`src/hdl/sdspi_pkg.sv`:
```
// Shared types and constants for the SD card SPI command sequencer.
`timescale 1ns / 1ps

package sdspi_pkg;

  // Largest data block accepted in one transaction
  localparam int BLOCK_BYTES_DEF = 512;

  // Configuration register indexes
  localparam logic [1:0] CFG_READY_TIMEOUT  = 2'd0;
  localparam logic [1:0] CFG_RESPONSE_TRIES = 2'd1;
  localparam logic [1:0] CFG_TOKEN_TIMEOUT  = 2'd2;
  localparam logic [1:0] CFG_BLOCK_ADDR     = 2'd3;

  // Configuration reset values
  localparam logic [15:0] READY_TIMEOUT_RST  = 16'd50000;
  localparam logic [7:0]  RESPONSE_TRIES_RST = 8'd10;
  localparam logic [16:0] TOKEN_TIMEOUT_RST  = 17'd100000;

  // Completion status codes
  localparam logic [2:0] ST_OK          = 3'd0;
  localparam logic [2:0] ST_NOT_READY   = 3'd1;
  localparam logic [2:0] ST_R1_REJECT   = 3'd2;
  localparam logic [2:0] ST_TOKEN_TMO   = 3'd3;
  localparam logic [2:0] ST_BAD_TOKEN   = 3'd4;

  // Item modes
  localparam logic MODE_START = 1'b0;
  localparam logic MODE_RX    = 1'b1;

  // Response kinds
  localparam logic [1:0] KIND_R1    = 2'd0;
  localparam logic [1:0] KIND_TRAIL = 2'd1;
  localparam logic [1:0] KIND_DATA  = 2'd2;

  // R1 check rules
  localparam logic [1:0] RULE_ANY      = 2'd0;
  localparam logic [1:0] RULE_ZERO     = 2'd1;
  localparam logic [1:0] RULE_ZERO_IDL = 2'd2;

  // Bus byte values
  localparam logic [7:0] BYTE_IDLE  = 8'hFF;
  localparam logic [7:0] BYTE_TOKEN = 8'hFE;
  localparam logic [7:0] CMD_PREFIX = 8'h40;

  // Transaction phases
  typedef enum logic [3:0] {
    PH_IDLE  = 4'd0,
    PH_PRE   = 4'd1,
    PH_READY = 4'd2,
    PH_CMD   = 4'd3,
    PH_RESP  = 4'd4,
    PH_TRAIL = 4'd5,
    PH_TOKEN = 4'd6,
    PH_DATA  = 4'd7,
    PH_CRC   = 4'd8,
    PH_FINAL = 4'd9
  } phase_t;

endpackage

```
`src/hdl/sd_spi_command_sequencer_top.sv`:
```
// Byte-level SD card SPI-mode command transaction sequencer.
//
// Usage: a start item (mode 0) latches a command and returns the first
// deselect byte. Every later item (mode 1) carries the byte received in the
// previous exchange and returns the next byte to send with the chip-select
// level, a received data-block byte where one arrived, or, for the item after
// the final deselect byte, the completion status, R1 and trailer word.
// A received-byte item while idle yields no result. A start item while busy
// abandons the running transaction.
// Channels: in_* and out_* use valid/ready; cfg_* writes one register per
// item and is always ready; the user must write configuration only while
// idle; the block itself does not enforce it. Timing: an accepted item waits
// in the input register and its result is registered into the output register
// once the output is free. Throughput: one item per cycle while the output is
// not stalled, set by the single decision stage between the two registers.
// Reset: synchronous active-low; phase goes idle, state and config take defaults.
// Stall: while out_ready is low the result holds and the input register
// still takes one more item; then in_ready drops until the result drains.
`timescale 1ns / 1ps

module sd_spi_command_sequencer_top
  import sdspi_pkg::*;
#(
  parameter int BLOCK_BYTES = BLOCK_BYTES_DEF
) (
  input  logic        clk,
  input  logic        rst_n,
  // input channel
  input  logic        in_valid,
  output logic        in_ready,
  input  logic        in_mode,
  input  logic [5:0]  in_command_index,
  input  logic [31:0] in_argument,
  input  logic [7:0]  in_crc_byte,
  input  logic [1:0]  in_response_kind,
  input  logic [1:0]  in_r1_rule,
  input  logic        in_scale_arg,
  input  logic [9:0]  in_data_length,
  input  logic [7:0]  in_rx_byte,
  // result channel
  output logic        out_valid,
  input  logic        out_ready,
  output logic        out_exchange_request,
  output logic [7:0]  out_tx_byte,
  output logic        out_cs_active,
  output logic [7:0]  out_data_byte,
  output logic        out_data_valid,
  output logic        out_data_last,
  output logic        out_done_res,
  output logic [2:0]  out_status,
  output logic [7:0]  out_r1_value,
  output logic [31:0] out_trailer_word,
  // configuration port
  input  logic        cfg_valid,
  output logic        cfg_ready,
  input  logic [1:0]  cfg_index,
  input  logic [16:0] cfg_data
);

  localparam logic [10:0] BLK_MAX = 11'(BLOCK_BYTES);

  // Configuration registers
  logic [15:0] ready_timeout_r;
  logic [7:0]  response_tries_r;
  logic [16:0] token_timeout_r;
  logic        block_addr_r;

  // Input register
  logic        s1_valid_r;
  logic        s1_mode_r;
  logic [5:0]  s1_cmd_r;
  logic [31:0] s1_arg_r;
  logic [7:0]  s1_crc_r;
  logic [1:0]  s1_kind_r;
  logic [1:0]  s1_rule_r;
  logic        s1_scale_r;
  logic [9:0]  s1_len_r;
  logic [7:0]  s1_rx_r;

  // Transaction state
  phase_t      phase_r, phase_nxt;
  logic [16:0] poll_r, poll_nxt;
  logic [9:0]  bpos_r, bpos_nxt;
  logic [5:0]  hcmd_r, hcmd_nxt;
  logic [31:0] harg_r, harg_nxt;
  logic [7:0]  hcrc_r, hcrc_nxt;
  logic [1:0]  hkind_r, hkind_nxt;
  logic [1:0]  hrule_r, hrule_nxt;
  logic [9:0]  hlen_r, hlen_nxt;
  logic [7:0]  resp_r, resp_nxt;
  logic [31:0] trail_r, trail_nxt;
  logic [2:0]  fstat_r, fstat_nxt;

  // Result register
  logic        out_valid_r, out_valid_nxt;
  logic        xreq_r, xreq_nxt;
  logic [7:0]  tx_r, tx_nxt;
  logic        cs_r, cs_nxt;
  logic [7:0]  dbyte_r, dbyte_nxt;
  logic        dvalid_r, dvalid_nxt;
  logic        dlast_r, dlast_nxt;
  logic        done_r, done_nxt;
  logic [2:0]  stat_r, stat_nxt;
  logic [7:0]  r1v_r, r1v_nxt;
  logic [31:0] trw_r, trw_nxt;

  logic        s1_fire;
  logic        has_result;
  logic [9:0]  bpos_inc;
  logic [16:0] poll_inc;
  logic [7:0]  r1_cur;
  logic        r1_ok;
  logic [31:0] arg_scaled;
  logic [9:0]  len_sat;

  // Command byte at a given position of the six-byte frame
  function automatic logic [7:0] cmd_byte(input logic [9:0] pos, input logic [5:0] cmd,
                                          input logic [31:0] arg, input logic [7:0] crc);
    logic [7:0] b;
    case (pos)
      10'd0:   b = CMD_PREFIX | {2'b00, cmd};
      10'd1:   b = arg[31:24];
      10'd2:   b = arg[23:16];
      10'd3:   b = arg[15:8];
      10'd4:   b = arg[7:0];
      default: b = crc;
    endcase
    return b;
  endfunction

  // Handshakes
  assign s1_fire   = s1_valid_r && (!out_valid_r || out_ready);
  assign in_ready  = !s1_valid_r || s1_fire;
  assign cfg_ready = 1'b1;

  // Configuration writes
  always_ff @(posedge clk) begin
    if (!rst_n) begin
      ready_timeout_r  <= READY_TIMEOUT_RST;
      response_tries_r <= RESPONSE_TRIES_RST;
      token_timeout_r  <= TOKEN_TIMEOUT_RST;
      block_addr_r     <= 1'b0;
    end else if (cfg_valid && cfg_ready) begin
      case (cfg_index)
        CFG_READY_TIMEOUT:  ready_timeout_r  <= cfg_data[15:0];
        CFG_RESPONSE_TRIES: response_tries_r <= cfg_data[7:0];
        CFG_TOKEN_TIMEOUT:  token_timeout_r  <= cfg_data;
        CFG_BLOCK_ADDR:     block_addr_r     <= cfg_data[0];
        default:            block_addr_r     <= block_addr_r;
      endcase
    end
  end

  // Input register
  always_ff @(posedge clk) begin
    if (!rst_n) begin
      s1_valid_r <= 1'b0;
    end else if (in_ready) begin
      s1_valid_r <= in_valid;
    end
  end

  always_ff @(posedge clk) begin
    if (in_valid && in_ready) begin
      s1_mode_r  <= in_mode;
      s1_cmd_r   <= in_command_index;
      s1_arg_r   <= in_argument;
      s1_crc_r   <= in_crc_byte;
      s1_kind_r  <= in_response_kind;
      s1_rule_r  <= in_r1_rule;
      s1_scale_r <= in_scale_arg;
      s1_len_r   <= in_data_length;
      s1_rx_r    <= in_rx_byte;
    end
  end

  // Shared decode
  assign bpos_inc   = bpos_r + 10'd1;
  assign poll_inc   = poll_r + 17'd1;
  assign r1_cur     = (phase_r == PH_RESP) ? s1_rx_r : BYTE_IDLE;
  assign arg_scaled = (s1_scale_r && !block_addr_r) ? {s1_arg_r[22:0], 9'd0} : s1_arg_r;
  assign len_sat    = ({1'b0, s1_len_r} > BLK_MAX) ? BLK_MAX[9:0] : s1_len_r;

  always_comb begin
    case (hrule_r)
      RULE_ANY:      r1_ok = 1'b1;
      RULE_ZERO_IDL: r1_ok = (r1_cur == 8'h00) || (r1_cur == 8'h01);
      default:       r1_ok = (r1_cur == 8'h00);
    endcase
  end

  // Next state
  always_comb begin
    phase_nxt  = phase_r;
    poll_nxt   = poll_r;
    bpos_nxt   = bpos_r;
    hcmd_nxt   = hcmd_r;
    harg_nxt   = harg_r;
    hcrc_nxt   = hcrc_r;
    hkind_nxt  = hkind_r;
    hrule_nxt  = hrule_r;
    hlen_nxt   = hlen_r;
    resp_nxt   = resp_r;
    trail_nxt  = trail_r;
    fstat_nxt  = fstat_r;
    has_result = 1'b1;
    if (s1_mode_r == MODE_START) begin
      hcmd_nxt  = s1_cmd_r;
      harg_nxt  = arg_scaled;
      hcrc_nxt  = s1_crc_r;
      hkind_nxt = s1_kind_r;
      hrule_nxt = s1_rule_r;
      hlen_nxt  = len_sat;
      poll_nxt  = '0;
      bpos_nxt  = '0;
      resp_nxt  = BYTE_IDLE;
      trail_nxt = '0;
      fstat_nxt = ST_OK;
      phase_nxt = PH_PRE;
    end else begin
      case (phase_r)
        PH_PRE: begin
          if (ready_timeout_r == 16'd0) begin
            fstat_nxt = ST_NOT_READY;
            phase_nxt = PH_FINAL;
          end else begin
            poll_nxt  = 17'd1;
            phase_nxt = PH_READY;
          end
        end
        PH_READY: begin
          if (s1_rx_r == BYTE_IDLE) begin
            bpos_nxt  = '0;
            phase_nxt = PH_CMD;
          end else if (poll_r >= {1'b0, ready_timeout_r}) begin
            fstat_nxt = ST_NOT_READY;
            phase_nxt = PH_FINAL;
          end else begin
            poll_nxt = poll_inc;
          end
        end
        PH_CMD, PH_RESP: begin
          if (phase_r == PH_CMD && bpos_r < 10'd5) begin
            bpos_nxt = bpos_inc;
          end else if (phase_r == PH_CMD && response_tries_r != 8'd0) begin
            poll_nxt  = 17'd1;
            phase_nxt = PH_RESP;
          end else if (phase_r == PH_RESP && !((s1_rx_r[7] == 1'b0) ||
                       (poll_r >= {9'd0, response_tries_r}))) begin
            resp_nxt = s1_rx_r;
            poll_nxt = poll_inc;
          end else begin
            // R1 settled: check it and pick the response tail
            resp_nxt = r1_cur;
            if (!r1_ok) begin
              fstat_nxt = ST_R1_REJECT;
              phase_nxt = PH_FINAL;
            end else if (hkind_r == KIND_TRAIL) begin
              bpos_nxt  = '0;
              phase_nxt = PH_TRAIL;
            end else if (hkind_r == KIND_DATA) begin
              if (token_timeout_r == 17'd0) begin
                fstat_nxt = ST_TOKEN_TMO;
                phase_nxt = PH_FINAL;
              end else begin
                poll_nxt  = 17'd1;
                phase_nxt = PH_TOKEN;
              end
            end else begin
              fstat_nxt = ST_OK;
              phase_nxt = PH_FINAL;
            end
          end
        end
        PH_TRAIL: begin
          trail_nxt = {trail_r[23:0], s1_rx_r};
          bpos_nxt  = bpos_inc;
          if (bpos_inc >= 10'd4) begin
            fstat_nxt = ST_OK;
            phase_nxt = PH_FINAL;
          end
        end
        PH_TOKEN: begin
          if (s1_rx_r == BYTE_IDLE) begin
            if (poll_r >= token_timeout_r) begin
              fstat_nxt = ST_TOKEN_TMO;
              phase_nxt = PH_FINAL;
            end else begin
              poll_nxt = poll_inc;
            end
          end else if (s1_rx_r == BYTE_TOKEN) begin
            bpos_nxt  = '0;
            phase_nxt = (hlen_r == 10'd0) ? PH_CRC : PH_DATA;
          end else begin
            fstat_nxt = ST_BAD_TOKEN;
            phase_nxt = PH_FINAL;
          end
        end
        PH_DATA: begin
          if (bpos_inc >= hlen_r) begin
            bpos_nxt  = '0;
            phase_nxt = PH_CRC;
          end else begin
            bpos_nxt = bpos_inc;
          end
        end
        PH_CRC: begin
          bpos_nxt = bpos_inc;
          if (bpos_inc >= 10'd2) begin
            fstat_nxt = ST_OK;
            phase_nxt = PH_FINAL;
          end
        end
        PH_FINAL: begin
          phase_nxt = PH_IDLE;
        end
        default: begin
          // idle, or a code with no meaning: no result
          phase_nxt  = PH_IDLE;
          has_result = 1'b0;
        end
      endcase
    end
  end

  // Result fields
  always_comb begin
    xreq_nxt   = 1'b0;
    tx_nxt     = '0;
    cs_nxt     = 1'b0;
    dbyte_nxt  = '0;
    dvalid_nxt = 1'b0;
    dlast_nxt  = 1'b0;
    done_nxt   = 1'b0;
    stat_nxt   = '0;
    r1v_nxt    = '0;
    trw_nxt    = '0;
    if (s1_mode_r == MODE_RX && phase_r == PH_FINAL) begin
      done_nxt = 1'b1;
      stat_nxt = fstat_r;
      r1v_nxt  = resp_r;
      trw_nxt  = trail_r;
    end else if (has_result) begin
      xreq_nxt = 1'b1;
      // chip select drops only for the deselect bytes
      cs_nxt   = !(phase_nxt == PH_PRE || phase_nxt == PH_FINAL);
      if (s1_mode_r == MODE_RX && phase_r == PH_READY && s1_rx_r == BYTE_IDLE) begin
        tx_nxt = cmd_byte(10'd0, hcmd_r, harg_r, hcrc_r);
      end else if (s1_mode_r == MODE_RX && phase_r == PH_CMD && bpos_r < 10'd5) begin
        tx_nxt = cmd_byte(bpos_inc, hcmd_r, harg_r, hcrc_r);
      end else begin
        tx_nxt = BYTE_IDLE;
      end
      if (s1_mode_r == MODE_RX && phase_r == PH_DATA) begin
        dvalid_nxt = 1'b1;
        dbyte_nxt  = s1_rx_r;
        dlast_nxt  = (bpos_inc >= hlen_r);
      end
    end
  end

  // Output valid
  always_comb begin
    out_valid_nxt = out_valid_r;
    if (s1_fire) begin
      out_valid_nxt = has_result;
    end else if (out_ready) begin
      out_valid_nxt = 1'b0;
    end
  end

  // Control state
  always_ff @(posedge clk) begin
    if (!rst_n) begin
      phase_r     <= PH_IDLE;
      poll_r      <= '0;
      bpos_r      <= '0;
      hcmd_r      <= '0;
      harg_r      <= '0;
      hcrc_r      <= '0;
      hkind_r     <= '0;
      hrule_r     <= '0;
      hlen_r      <= '0;
      resp_r      <= BYTE_IDLE;
      trail_r     <= '0;
      fstat_r     <= '0;
      out_valid_r <= 1'b0;
    end else begin
      out_valid_r <= out_valid_nxt;
      if (s1_fire) begin
        phase_r <= phase_nxt;
        poll_r  <= poll_nxt;
        bpos_r  <= bpos_nxt;
        hcmd_r  <= hcmd_nxt;
        harg_r  <= harg_nxt;
        hcrc_r  <= hcrc_nxt;
        hkind_r <= hkind_nxt;
        hrule_r <= hrule_nxt;
        hlen_r  <= hlen_nxt;
        resp_r  <= resp_nxt;
        trail_r <= trail_nxt;
        fstat_r <= fstat_nxt;
      end
    end
  end

  // Result payload
  always_ff @(posedge clk) begin
    if (s1_fire) begin
      xreq_r   <= xreq_nxt;
      tx_r     <= tx_nxt;
      cs_r     <= cs_nxt;
      dbyte_r  <= dbyte_nxt;
      dvalid_r <= dvalid_nxt;
      dlast_r  <= dlast_nxt;
      done_r   <= done_nxt;
      stat_r   <= stat_nxt;
      r1v_r    <= r1v_nxt;
      trw_r    <= trw_nxt;
    end
  end

  assign out_valid            = out_valid_r;
  assign out_exchange_request = xreq_r;
  assign out_tx_byte          = tx_r;
  assign out_cs_active        = cs_r;
  assign out_data_byte        = dbyte_r;
  assign out_data_valid       = dvalid_r;
  assign out_data_last        = dlast_r;
  assign out_done_res         = done_r;
  assign out_status           = stat_r;
  assign out_r1_value         = r1v_r;
  assign out_trailer_word     = trw_r;

endmodule

```
`config.mk`:
```
export PLATFORM = sky130hd
export DESIGN_NAME = sd_spi_command_sequencer_top
export DESIGN_NICKNAME = d
export VERILOG_FILES = /design/src/hdl/sdspi_pkg.sv /design/src/hdl/sd_spi_command_sequencer_top.sv
export SDC_FILE = /design/constraint.sdc
export NUM_CORES = 1
export LEC_CHECK = 0
export ABC_CLOCK_PERIOD_IN_PS = 9300
export BUFFER_PORTS_ARGS = -buffer_cell sky130_fd_sc_hd__buf_2
export CORE_ASPECT_RATIO = 0.6
export CORE_MARGIN = 5
export CORE_UTILIZATION = 35
export CTS_BUF_LIST = sky130_fd_sc_hd__clkbuf_8
export DETAILED_ROUTE_END_ITERATION = 8
export HOLD_SLACK_MARGIN = 0.15
export PLACE_DENSITY_LB_ADDON = 0.08
export RECOVER_POWER = 50
export SLEW_MARGIN = 10
export SYNTH_ARGS = -nofsm -noshare
export SYNTH_HDL_FRONTEND = slang
export SYNTH_SLANG_ARGS = --single-unit
```
`constraint.sdc`:
```
create_clock -name clk -period 9.3 [get_ports clk]
set_clock_uncertainty 0.1 [all_clocks]
set_input_delay 1.86 -clock clk [delete_from_list [all_inputs] [get_ports clk]]
set_output_delay 1.86 -clock clk [all_outputs]
set_load 0.1 [all_outputs]
```
After elaboration in Yosys (flattened, before gate mapping)
Index checks and enable logic that the tools add are counted.
{"block": "totals", "regBits": 312, "in_bits": 94, "output_inout_bits": 67, "elab_cells": 239}
{"block": "classes", "n_addsub": 2, "n_lt_le_gt_ge": 8, "eq_ne": 58, "mux": 82, "bitwise_logic": 4, "reduce_logical": 47}
{"operator": "2-to-1 mux 17 bit", "count": 13}
{"operator": "2-to-1 mux 10 bit", "count": 11}
{"operator": "2-to-1 mux 32 bit", "count": 3}
{"operator": "2-to-1 mux 4 bit", "count": 18}
{"operator": "case mux 17 bit (4 select lines)", "count": 1}
{"operator": "2-to-1 mux 8 bit", "count": 7}
{"operator": "case mux 10 bit (5 select lines)", "count": 1}
{"operator": "2-to-1 mux 3 bit", "count": 16}
{"operator": "!= test 3 bit, second input constant", "count": 15}
{"operator": "case mux 8 bit (5 select lines)", "count": 1}
{"operator": "!= test 4 bit, second input constant", "count": 7}
{"operator": "case mux 4 bit (7 select lines)", "count": 1}
{"operator": "!= test 5 bit, second input constant", "count": 5}
{"operator": "== test 10 x 2 -> 1 bit, second input constant", "count": 2}
{"operator": "logical NOT 10 bit", "count": 2}
{"operator": "case mux 3 bit (6 select lines)", "count": 1}
{"operator": "adder 17 x 1 -> 17 bit, second input constant", "count": 1}
{"operator": ">= comparator 17 x 16 -> 1 bit", "count": 1}
{"operator": ">= comparator 17 bit", "count": 1}
{"operator": ">= comparator 17 x 8 -> 1 bit", "count": 1}
{"operator": "logical NOT 17 bit", "count": 1}
{"operator": "== test 4 x 3 -> 1 bit, second input constant", "count": 4}
{"operator": "== test 8 bit, second input constant", "count": 2}
{"operator": "logical NOT 16 bit", "count": 1}
{"operator": "other kinds (38)", "count": 85}

Longest topological paths before layout
Gate-level depths: netlist of the first run.
{"block": "logic_depth", "word_depth": 14, "mapped_depth": 13, "mapped_depth_nobuf": 13}

Least setup slack after synthesis of the first run
No wires, ideal clock.
{"block": "synth_timing", "kind": "input port to flip-flop", "start": "input out_ready", "end": "register trail_r[10]", "setup_ns": 0.118, "arrival_ns": 5.074, "required_ns": 9.082, "setup_slack_ns": 4.007, "cell_stages": 8, "path_buffers": 2, "cell_sequence": "nor2b_1 nand2b_1 inv_1 clkbuf_1 o21ai_1 clkbuf_1 a22oi_1 nor2b_1"}
{"block": "synth_between", "elab_chain_len": 3}
{"item": "start: declaration", "line_no": "sd_spi_command_sequencer_top.sv:42", "text": "input logic out_ready,"}
{"item": "logical OR 1 bit", "line_no": "sd_spi_command_sequencer_top.sv:132", "text": "assign s1_fire = s1_valid_r && (!out_valid_r || out_ready);"}
{"item": "logical AND 1 bit", "line_no": "sd_spi_command_sequencer_top.sv:132"}
{"item": "net s1_fire", "line_no": "sd_spi_command_sequencer_top.sv:107", "text": "logic s1_fire;"}
{"item": "AND reduction 2 bit (no line)"}
{"item": "end signal: assignment", "line_no": "sd_spi_command_sequencer_top.sv:401", "text": "trail_r <= trail_nxt;"}
{"item": "end: declaration", "line_no": "sd_spi_command_sequencer_top.sv:91", "text": "logic [31:0] trail_r, trail_nxt;"}
The timed path passes the listed nets, and every way through them passes these cells.
A chain may end at the register's enable or synchronous reset.

==> results.ini, run 1 <==
[sta]
whs_ps=365
slew_viol_final=186
finalHoldViolCount=0
max_slew.worst_pin.slew_ps=4800
fmaxAchievable_mhz=167
period_share=0.644
finalSetupTns_ps=0
slew-limit-headroom=-2.20
setup_viol=0
min_period_ps=5990
rsz0062_at_grt=no

[routing]
firstDrtPassIters=7
dr_wl_met2_microns=16600
vias=11200
via_per_inst=5.23
detail_route.iter0.violations=1036
wl_met3_microns=2780
drc=0
wl_per_cell_microns=20.0
drt-met1-wl_microns=22900
routed_wl_microns=42800
postRouteAntennaNets=0
routed.top_layer=met4

[critical_path]
end_kind=flop
cp.arrival_ps=6410
critical-path-max-stage-delay_ps=2010
path_depth=6
critPathKind=input pin to flop
crit_required_ps=9720
crit_family=buffers and inverters
path_buf_inv=2
rr_worst_depth=3
r2r_end=s1_cmd_r[5]
path_max_fanout=87
ff2ff_setup_slack_ps=4700
startpoint_type=input pin
slowest_stage=clkbuf_1
startpoint=rst_n
endpoint=poll_r[4]
r2r-start=out_valid
path_cells=clkbuf_1 -> buf_4 -> nand3_4 -> a2111oi_4 -> a41oi_1 -> a31oi_1

[synth]
syn_area_sq_um=14200
syn_area_per_cell_sq_um=9.99
async_flop_share=0
synth_edf_count=134
yosys_warnings=0
synth-seq-cells=312
syn_nets=1568
yosysUniqueCellTypes=76
synth_top_flop_cell=dfxtp_1
seq_area_frac_synth=0.536
synthCells=1417

[hold_path]
holdCritPathClass=flop to flop

[power_and_ir_drop]
p_leak_nw=6.32
ir_drop_uv=103
power_density_nw_per_um2=179

[final_layout]
drive_gt1_frac=0.156
stdcell_area_sq_um=16400
diodes=0
fillers=4050
final_common_cell=nand2_1
final_nets=1718
area_delta_synth_final_pct=15.6
layout_common_cells=nand2_1 (237), dfxtp_1 (178), buf_2 (149)

[die]
rows=57
core_sq_um=40200
fp.dieArea_sq_um=44700
io_pins=161
die_w_microns=270
die_h_microns=166
start_util=0.352

[cts]
root_buffer=clkbuf_8
clkLatencyLatePin_ps=610
hold_buffers=0
cts_resized=0
clock_sinks=312
h-tree-depth=2
post_cts_buffers=0
cts_tree=built
cts_made_buffers=49
cts.path.max_buffers=3
clk_pin_slew_worst_paths_ps=60

[outcome]
violations=capacitance limit, slew limit
status=complete, but fails checks

[place]
portBuffers=159
gp_congestion=0.842
placed_area_sq_um=15500
dp.final_hpwl_microns=30100

[global_route]
grt.total_usage=0.187
grt_pass1_wl_microns=66600
grt-ovfl-total=0
antenna_found_initial=0
first_global_vias=11000
grt_start_max_net_pins=88

[run]
max_cap_viol_count=3

cells by family (layout without fill, tap and decap cells):
logic type | count (synthesis) | count (layout) | synth area share
fa+ha+maj | 57 | 57 | 0.0504
flops | 312 | 312 | 0.536
xor+xnor | 7 | 7 | 0.00433
mux | 5 | 5 | 0.00353
simple gates | 560 | 560 | 0.195
buf+inv | 133 | 324 | 0.0366
compound gates | 342 | 342 | 0.174
other cells | 1 | 1 | 0.000265
cells in the mapped netlist, drive strengths merged (3+ instances only):
master,number,share of area
nand3,61,0.022
nand2b,14,0.0062
o21ba,5,0.0035
or2,7,0.0031
xnor2,3,0.0019
a31oi,23,0.011
buf,13,0.0048
a21boi,64,0.034
ha,57,0.050
mux2i,5,0.0035
and3,12,0.0053
nand2,237,0.063
and2,59,0.026
nor2b,51,0.023
nand3b,7,0.0037
a22oi,38,0.020
a21oi,57,0.020
xor2,4,0.0025
a41oi,5,0.0031
nand4,7,0.0031
or4,3,0.0016
nor2,41,0.011
inv,58,0.015
o21a,13,0.0069
o211ai,17,0.0090
o311ai,3,0.0019
clkbuf,61,0.016
a2111oi,4,0.0042
nor3b,3,0.0016
o21ai,49,0.017
o211a,27,0.019
nor3,27,0.0095
nor4,16,0.0071
or3,5,0.0022
edfxtp,134,0.28
o21bai,3,0.0024
a222oi,6,0.0042
a211oi,4,0.0025
o31ai,3,0.0016
dfxtp,178,0.25
area by class of cell:
cell class / count / area [sq um] / share of cell area
inverter: 59 / 221 / 0.0135
clock buffer: 57 / 785 / 0.0479
tap: 531 / 664 / 0.0406
multi-input combinational: 972 / 6070 / 0.371
timing repair buffer: 173 / 877 / 0.0536
clock inverter: 35 / 164 / 0.0100
sequential: 312 / 7590 / 0.463
state kept, by name, indices dropped and copies added, names as in the netlist, 10 cells and up:
register	cells
poll_r	17
trail_r	32
bpos_r	10
s1_arg_r	32
hlen_r	10
harg_r	32
ready_timeout_r	16
out_trailer_word	32
s1_len_r	10
token_timeout_r	17
report_power, final:
group | switching (mW) | internal [mW]
combinational | 0.205 | 0.0668
sequential | 0.0357 | 1.48
clock | 0.576 | 0.564
metal layers:
layer  global-route usage  up-vias
met3               0.0406       48
met1                0.304     5389
li1                     -     5412
met5                    0        -
met2                0.253      330
met4               0.0340        0
worst min-delay path by stage:
| stage | slack (ps) | end | cells past startpoint | startpoint |
|---|---|---|---|---|
| CTS | 370 | fstat_r[2] | 2 | fstat_r[2] |
| detailed placement | 360 | fstat_r[2] | 2 | fstat_r[2] |
| floorplan | 330 | fstat_r[2] | 2 | fstat_r[2] |
| global route | 380 | fstat_r[0] | 2 | fstat_r[0] |
| global placement | 350 | fstat_r[2] | 2 | fstat_r[2] |
| finish | 370 | harg_r[7] | 2 | harg_r[7] |
tightest hold or removal path: cells and delay by family, from the launching register on:
family	cells	cell delay [ps]
DFF	1	310
AOI/OAI and AO/OA	1	60
and+or+nand+nor	1	50
metrics by stage:
| step | util | std cells | total power, mW | worst slack [ps] |
|---|---|---|---|---|
| CTS | 0.408 | 2139 | 2.97 | 4790 |
| finish | 0.407 | 2139 | 2.93 | 3310 |
| global route | 0.407 | 2139 | 3.06 | 2890 |
| detailed placement | 0.384 | 2047 | 1.82 | 4340 |
| global placement | 0.384 | 2047 | 1.82 | 4410 |
| floorplan | - | 1417 | 1.73 | 4010 |
Power figures use the tool's default switching activity.
==> run 2: changes to the inputs <==
--- a/config.mk
+++ b/config.mk
@@ -5,7 +5,7 @@
 export SDC_FILE = /design/constraint.sdc
 export NUM_CORES = 1
 export LEC_CHECK = 0
-export ABC_CLOCK_PERIOD_IN_PS = 9300
+export ABC_CLOCK_PERIOD_IN_PS = 5300
 export BUFFER_PORTS_ARGS = -buffer_cell sky130_fd_sc_hd__buf_2
 export CORE_ASPECT_RATIO = 0.6
 export CORE_MARGIN = 5
==> constraint.sdc (replaced) <==
create_clock -name clk -period 5.3 [get_ports clk]
set_clock_uncertainty 0.1 [all_clocks]
set_input_delay 1.06 -clock clk [delete_from_list [all_inputs] [get_ports clk]]
set_output_delay 1.06 -clock clk [all_outputs]
set_load 0.1 [all_outputs]
==> run 2 against run 1 <==
The run still ends with capacitance limit, slew limit left. First-iteration DRC count decreased by 7.4%. Combinational power up 76%. Utilization is 0.20 points higher. Register-to-register slack worse by 3600 ps. Sequential power up 75%. Flip-flop and latch count stayed put. Count of clock-buffer cells in the layout rose by 1. Critical path depth increased by 7. Global-route usage decreased by 0.11 points. Critical path type is now flop to flop. Critical endpoint is now bpos_r[5].
==> results.ini, run 2 (synthesized netlist as in run 1, its figures left out) <==
[cts]
cts_made_buffers=50
clk_pin_slew_worst_paths_ps=70
root_buffer=clkbuf_8
h-tree-depth=2
post_cts_buffers=0
cts_tree=built
clkLatencyLatePin_ps=610
cts.path.max_buffers=3
clock_sinks=312
hold_buffers=0
cts_resized=0

[global_route]
grt_use_met1=0.297
top_usage_layer=met1
grt_pass1_wl_microns=66000
antenna_found_initial=1
grt_start_max_net_pins=88
first_global_vias=10900
grt.total_usage=0.186
grtUsageMet2=0.252
gr-usage-met3=0.0485
grt-ovfl-total=0

[final_layout]
fin_cells=2144
drive_gt1_frac=0.160
fillers=4067
multi_input_area_sq_um=6070
final_nets=1723
area_delta_synth_final_pct=16.2
final_common_cell=nand2_1
layout_common_cells=nand2_1 (237), dfxtp_1 (178), buf_2 (147)
diodes=0
seq_area_sq_um=7590
post-route-util=0.409

[place]
gp_congestion=0.877
placed_cells=2051
dp.final_hpwl_microns=30100
portBuffers=159

[sta]
period_share=0.789
whs_ps=362
fmaxAchievable_mhz=239
rsz0062_at_grt=no
max_slew.worst_pin.slew_ps=3400
finalHoldViolCount=0
finalSetupTns_ps=0
slew-limit-headroom=-1.27
setup_viol=0
slew_viol_final=192
min_period_ps=4180

[die]
rows=57
fp.dieArea_sq_um=44700
start_util=0.352
die_w_microns=270
die_h_microns=166
core_sq_um=40200
io_pins=161

[hold_path]
holdCritPathClass=flop to flop
whs_path_depth=2

[critical_path]
rr_worst_depth=13
end_kind=flop
path_max_fanout=9
startpoint_type=flop
crit_required_ps=5720
cp.arrival_ps=4600
critPathKind=flop to flop

[power_and_ir_drop]
ir_drop_uv=156
power_density_nw_per_um2=317
p_leak_nw=6.40

[run]
max_cap_viol_count=3

[routing]
postRouteAntennaNets=0
routed_wl_microns=42500
wl_per_cell_microns=19.8
drc=0
vias=11200
firstDrtPassIters=8
via_per_inst=5.24
detail_route.iter0.violations=959

[outcome]
violations=capacitance limit, slew limit
status=complete, but fails checks

[run 2: cell count changes in the layout (fill, tap and decap cells not counted), moves of 2 or more]
cell        previous run  this run
and2_0                34         0
and2_1                25        59
buf_2                149       147
buf_4                 11        17
clkinv_1               8         4
clkinv_2               6         3
clkinvlp_4             0         2
inv_1                 77        81
[run 2: worst max-delay path, stage by stage (launching register included)]
cell and delay [ps]:
dfxtp_1 510, nand2_1 160, nor2_1 270, and3_1 220, xor2_1 240, ha_1 290
a2111oi_0 510, o21ai_0 170, o21ai_0 140, o311ai_0 260, a31oi_1 610, nand2_1 250
o21ba_2 250, o22ai_1 110
[run 2: where the power goes]
group	switching (mW)	leakage, nW	total [mW]	internal (mW)
combinational	0.360	3.10	0.478	0.118
clock	1.03	0.586	2.08	1.05
sequential	0.0632	2.72	2.66	2.60
[run 2: area by class of cell]
| type | instances | area share |
|---|---|---|
| Timing Repair Buffer | 177 | 0.0555 |
| Clock buffer | 58 | 0.0485 |
| Tap cell | 531 | 0.0404 |
| Inverter | 59 | 0.0135 |
| Sequential cell | 312 | 0.461 |
| Multi-Input combinational cell | 972 | 0.369 |
| Clock inverter | 35 | 0.0116 |
[run 2: per-stage QoR]
stage / cell area, sq um / setup slack (ps) / power [mW]
2_1_floorplan: 14200 / 807 / 3.03
3_3_place_gp: 15500 / 1270 / 3.20
3_5_place_dp: 15500 / 1230 / 3.19
4_1_cts: 16500 / 1190 / 5.29
5_1_grt: 16500 / 636 / 5.44
6_report: 16500 / 1120 / 5.22
[run 2: per-layer routing]
| metal | vias to the layer above | part of all wire |
|---|---|---|
| met5 | - | 0 |
| met4 | 0 | 0.013 |
| met3 | 51 | 0.075 |
| met2 | 347 | 0.39 |
| met1 | 5399 | 0.53 |
| li1 | 5443 | - |
[run 2: worst paths after layout]
path                   start  slack (ps)    endpoint
setup reg to reg   bpos_r[0]        1120   bpos_r[5]
setup / recovery   bpos_r[0]        1120   bpos_r[5]
hold reg to reg   fstat_r[2]         360  fstat_r[2]
hold / removal    fstat_r[2]         360  fstat_r[2]
==> run 3: changes to the inputs <==
--- a/config.mk
+++ b/config.mk
@@ -5,7 +5,8 @@
 export SDC_FILE = /design/constraint.sdc
 export NUM_CORES = 1
 export LEC_CHECK = 0
-export ABC_CLOCK_PERIOD_IN_PS = 5300
+export ABC_AREA = 1
+export ABC_CLOCK_PERIOD_IN_PS = 3500
 export BUFFER_PORTS_ARGS = -buffer_cell sky130_fd_sc_hd__buf_2
 export CORE_ASPECT_RATIO = 0.6
 export CORE_MARGIN = 5
==> constraint.sdc (replaced) <==
create_clock -name clk -period 3.5 [get_ports clk]
set_clock_uncertainty 0.1 [all_clocks]
set_input_delay 0.7 -clock clk [delete_from_list [all_inputs] [get_ports clk]]
set_output_delay 0.7 -clock clk [all_outputs]
set_load 0.1 [all_outputs]
==> run 3 against run 2 <==
The run still ends with capacitance limit, slew limit left. Via count up 16%. Global-route usage up 1.3 points. Combinational power rose by 150%. Utilization is 2.1 points higher. Largest cell class unchanged.
==> results.ini, run 3 <==
[outcome]
status=complete, but fails checks
violations=capacitance limit, slew limit

[global_route]
grt-ovfl-total=0
grt_pass1_wl_microns=72600
grt.total_usage=0.199
first_global_vias=12500
grt_start_max_net_pins=100
antenna_found_initial=1

[routing]
firstDrtPassIters=5
wl_per_cell_microns=17.6
routed_wl_microns=46400
drc=0
vias=13000
postRouteAntennaNets=0
detail_route.iter0.violations=964
via_per_inst=4.92

[synth]
seq_area_frac_synth=0.515
synth_edf_count=134
async_flop_share=0
yosysMostFrequentCell=nand2_1
synth.area.top_cells=edfxtp_1 (27%), dfxtp_1 (24%), nand2_1 (8.8%)
syn_area_per_cell_sq_um=8.22
synthCells=1792
syn_area_sq_um=14700
synth_top_area_cell=edfxtp_1
yosysUniqueCellTypes=44
synth_top_flop_cell=dfxtp_1
synth_top_area_frac=0.273
synth_commonest_cells=nand2_1 (344), nor2_1 (219), inv_1 (212)
synth-seq-cells=312
syn_nets=1943
yosys_warnings=0

[power_and_ir_drop]
power_density_nw_per_um2=491
ir_drop_uv=301
p_leak_nw=7.47

[final_layout]
post-route-util=0.430
drive_gt1_frac=0.149
final_common_cell=nand2_1
diodes=0
stdcell_area_sq_um=17900
final_nets=2180
fin_cells=2641
layout_common_cells=nand2_1 (344), inv_1 (225), nor2_1 (217)
area_delta_synth_final_pct=21.9

[sta]
min_period_ps=3250
fmaxAchievable_mhz=308
setup_viol=0
finalHoldViolCount=0
finalWorstSetupSlack_ps=253
whs_ps=194
max_slew.worst_pin.slew_ps=1950
period_share=0.928
rsz0062_at_grt=yes
slew_viol_final=130
slew-limit-headroom=-0.299

[place]
gp_congestion=0.923
placed_cells=2487
portBuffers=159
dp_slack_ps=5.49
dp.final_hpwl_microns=34000
placed_area_sq_um=16300

[cts]
clk_pin_slew_worst_paths_ps=60
root_buffer=clkbuf_8
clkLatencyLatePin_ps=610
cts.path.max_buffers=3
post_cts_buffers=0
h-tree-depth=2
clock_sinks=312
cts_tree=built
cts_made_buffers=51

[run]
max_cap_viol_count=2

[critical_path]
path_max_fanout=6
crit_required_ps=3870
cp.arrival_ps=3610
critPathKind=flop to flop
startpoint_type=flop
end_kind=flop
startpoint=bpos_r[1]
r2r-start=bpos_r[1]

[die]
die_h_microns=169
start_util=0.353
rows=58
die_w_microns=275
core_sq_um=41700
fp.dieArea_sq_um=46400
io_pins=161

[hold_path]
worstHoldStart=in_data_length[2]
holdCritPathClass=input pin to flop

==> run 3: changes by cell type after synthesis, sizes merged, moves of 27 or more <==
cell / change
a21boi: -64
a21oi: +82
a22oi: -38
and2: -59
inv: +166
nand2: +112
nand3: +68
nor2: +191
nor2b: -50
o211a: -27
o21ai: +63
==> run 3: layout make-up <==
| type | count | area [sq um] |
|---|---|---|
| fill | 4287 | 23800 |
| sequential | 312 | 7590 |
| multi-input combinational | 1180 | 6000 |
| timing repair buffer | 256 | 1660 |
| clock buffer | 65 | 895 |
| inverter | 228 | 858 |
| tap | 570 | 713 |
| clock inverter | 30 | 244 |
==> run 3: cell families after synthesis <==
logic type	count (synthesis)	share of synthesized area
AND/OR/NAND/NOR	789	0.231
AO/OA/AOI/OAI	329	0.124
flip-flops	312	0.515
buffers and inverters	300	0.0789
adder cells (fa/ha/maj)	57	0.0484
XOR/XNOR	4	0.00238
other	1	0.000255
==> run 3: path summary, 6_finish.rpt <==
check	end	slack, ps	depth (start not counted)
max	bpos_r[2]	250	16
min	s1_len_r[2]	190	1
max reg2reg	bpos_r[2]	250	16
min reg2reg	harg_r[5]	360	2
==> run 3: metrics by stage <==
stage / setup TNS [ps] / total power, mW
after detailed placement: 0 / 5.31
final: 0 / 8.82
after global placement: 0 / 5.30
after global routing: -45.2 / 9.25
after floorplan: 0 / 4.94
after CTS: 0 / 8.92
==> run 3: power by group <==
group | internal (mW) | leakage [nW] | switching, mW
registers | 3.98 | 2.75 | 0.122
clock network | 1.97 | 0.639 | 1.56
logic | 0.347 | 4.09 | 0.836
total | 6.30 | 7.47 | 2.51
==> run 3: routing by layer <==
layer	track usage	part of all wire	up-vias
met2	0.269	0.39	341
met1	0.323	0.53	6127
met4	0.0414	0.015	0
met3	0.0390	0.065	55
li1	-	-	6471
met5	0	0	-
==> run 3: repair_timing <==
item | in CTS | in global routing
hold buffers | 59 | 0
resized for setup | 1 | 1
endpoints found under the setup margin | 5 | 5
hold endpoints to repair | 59 | 0
==> run 3: worst max-delay path, stage by stage (launching register included) <==
cell and delay, ps:
dfxtp_1 450, ha_1 230, nand2_1 100, nor2_2 260
nand4_1 150, nand2_1 140, inv_1 50, ha_1 270
nand2_1 70, nor2_1 130, o211ai_1 120, nand4_1 180
nor2_1 120, nor3_2 440, nor2_2 140, nand3_1 120
a21oi_1 60
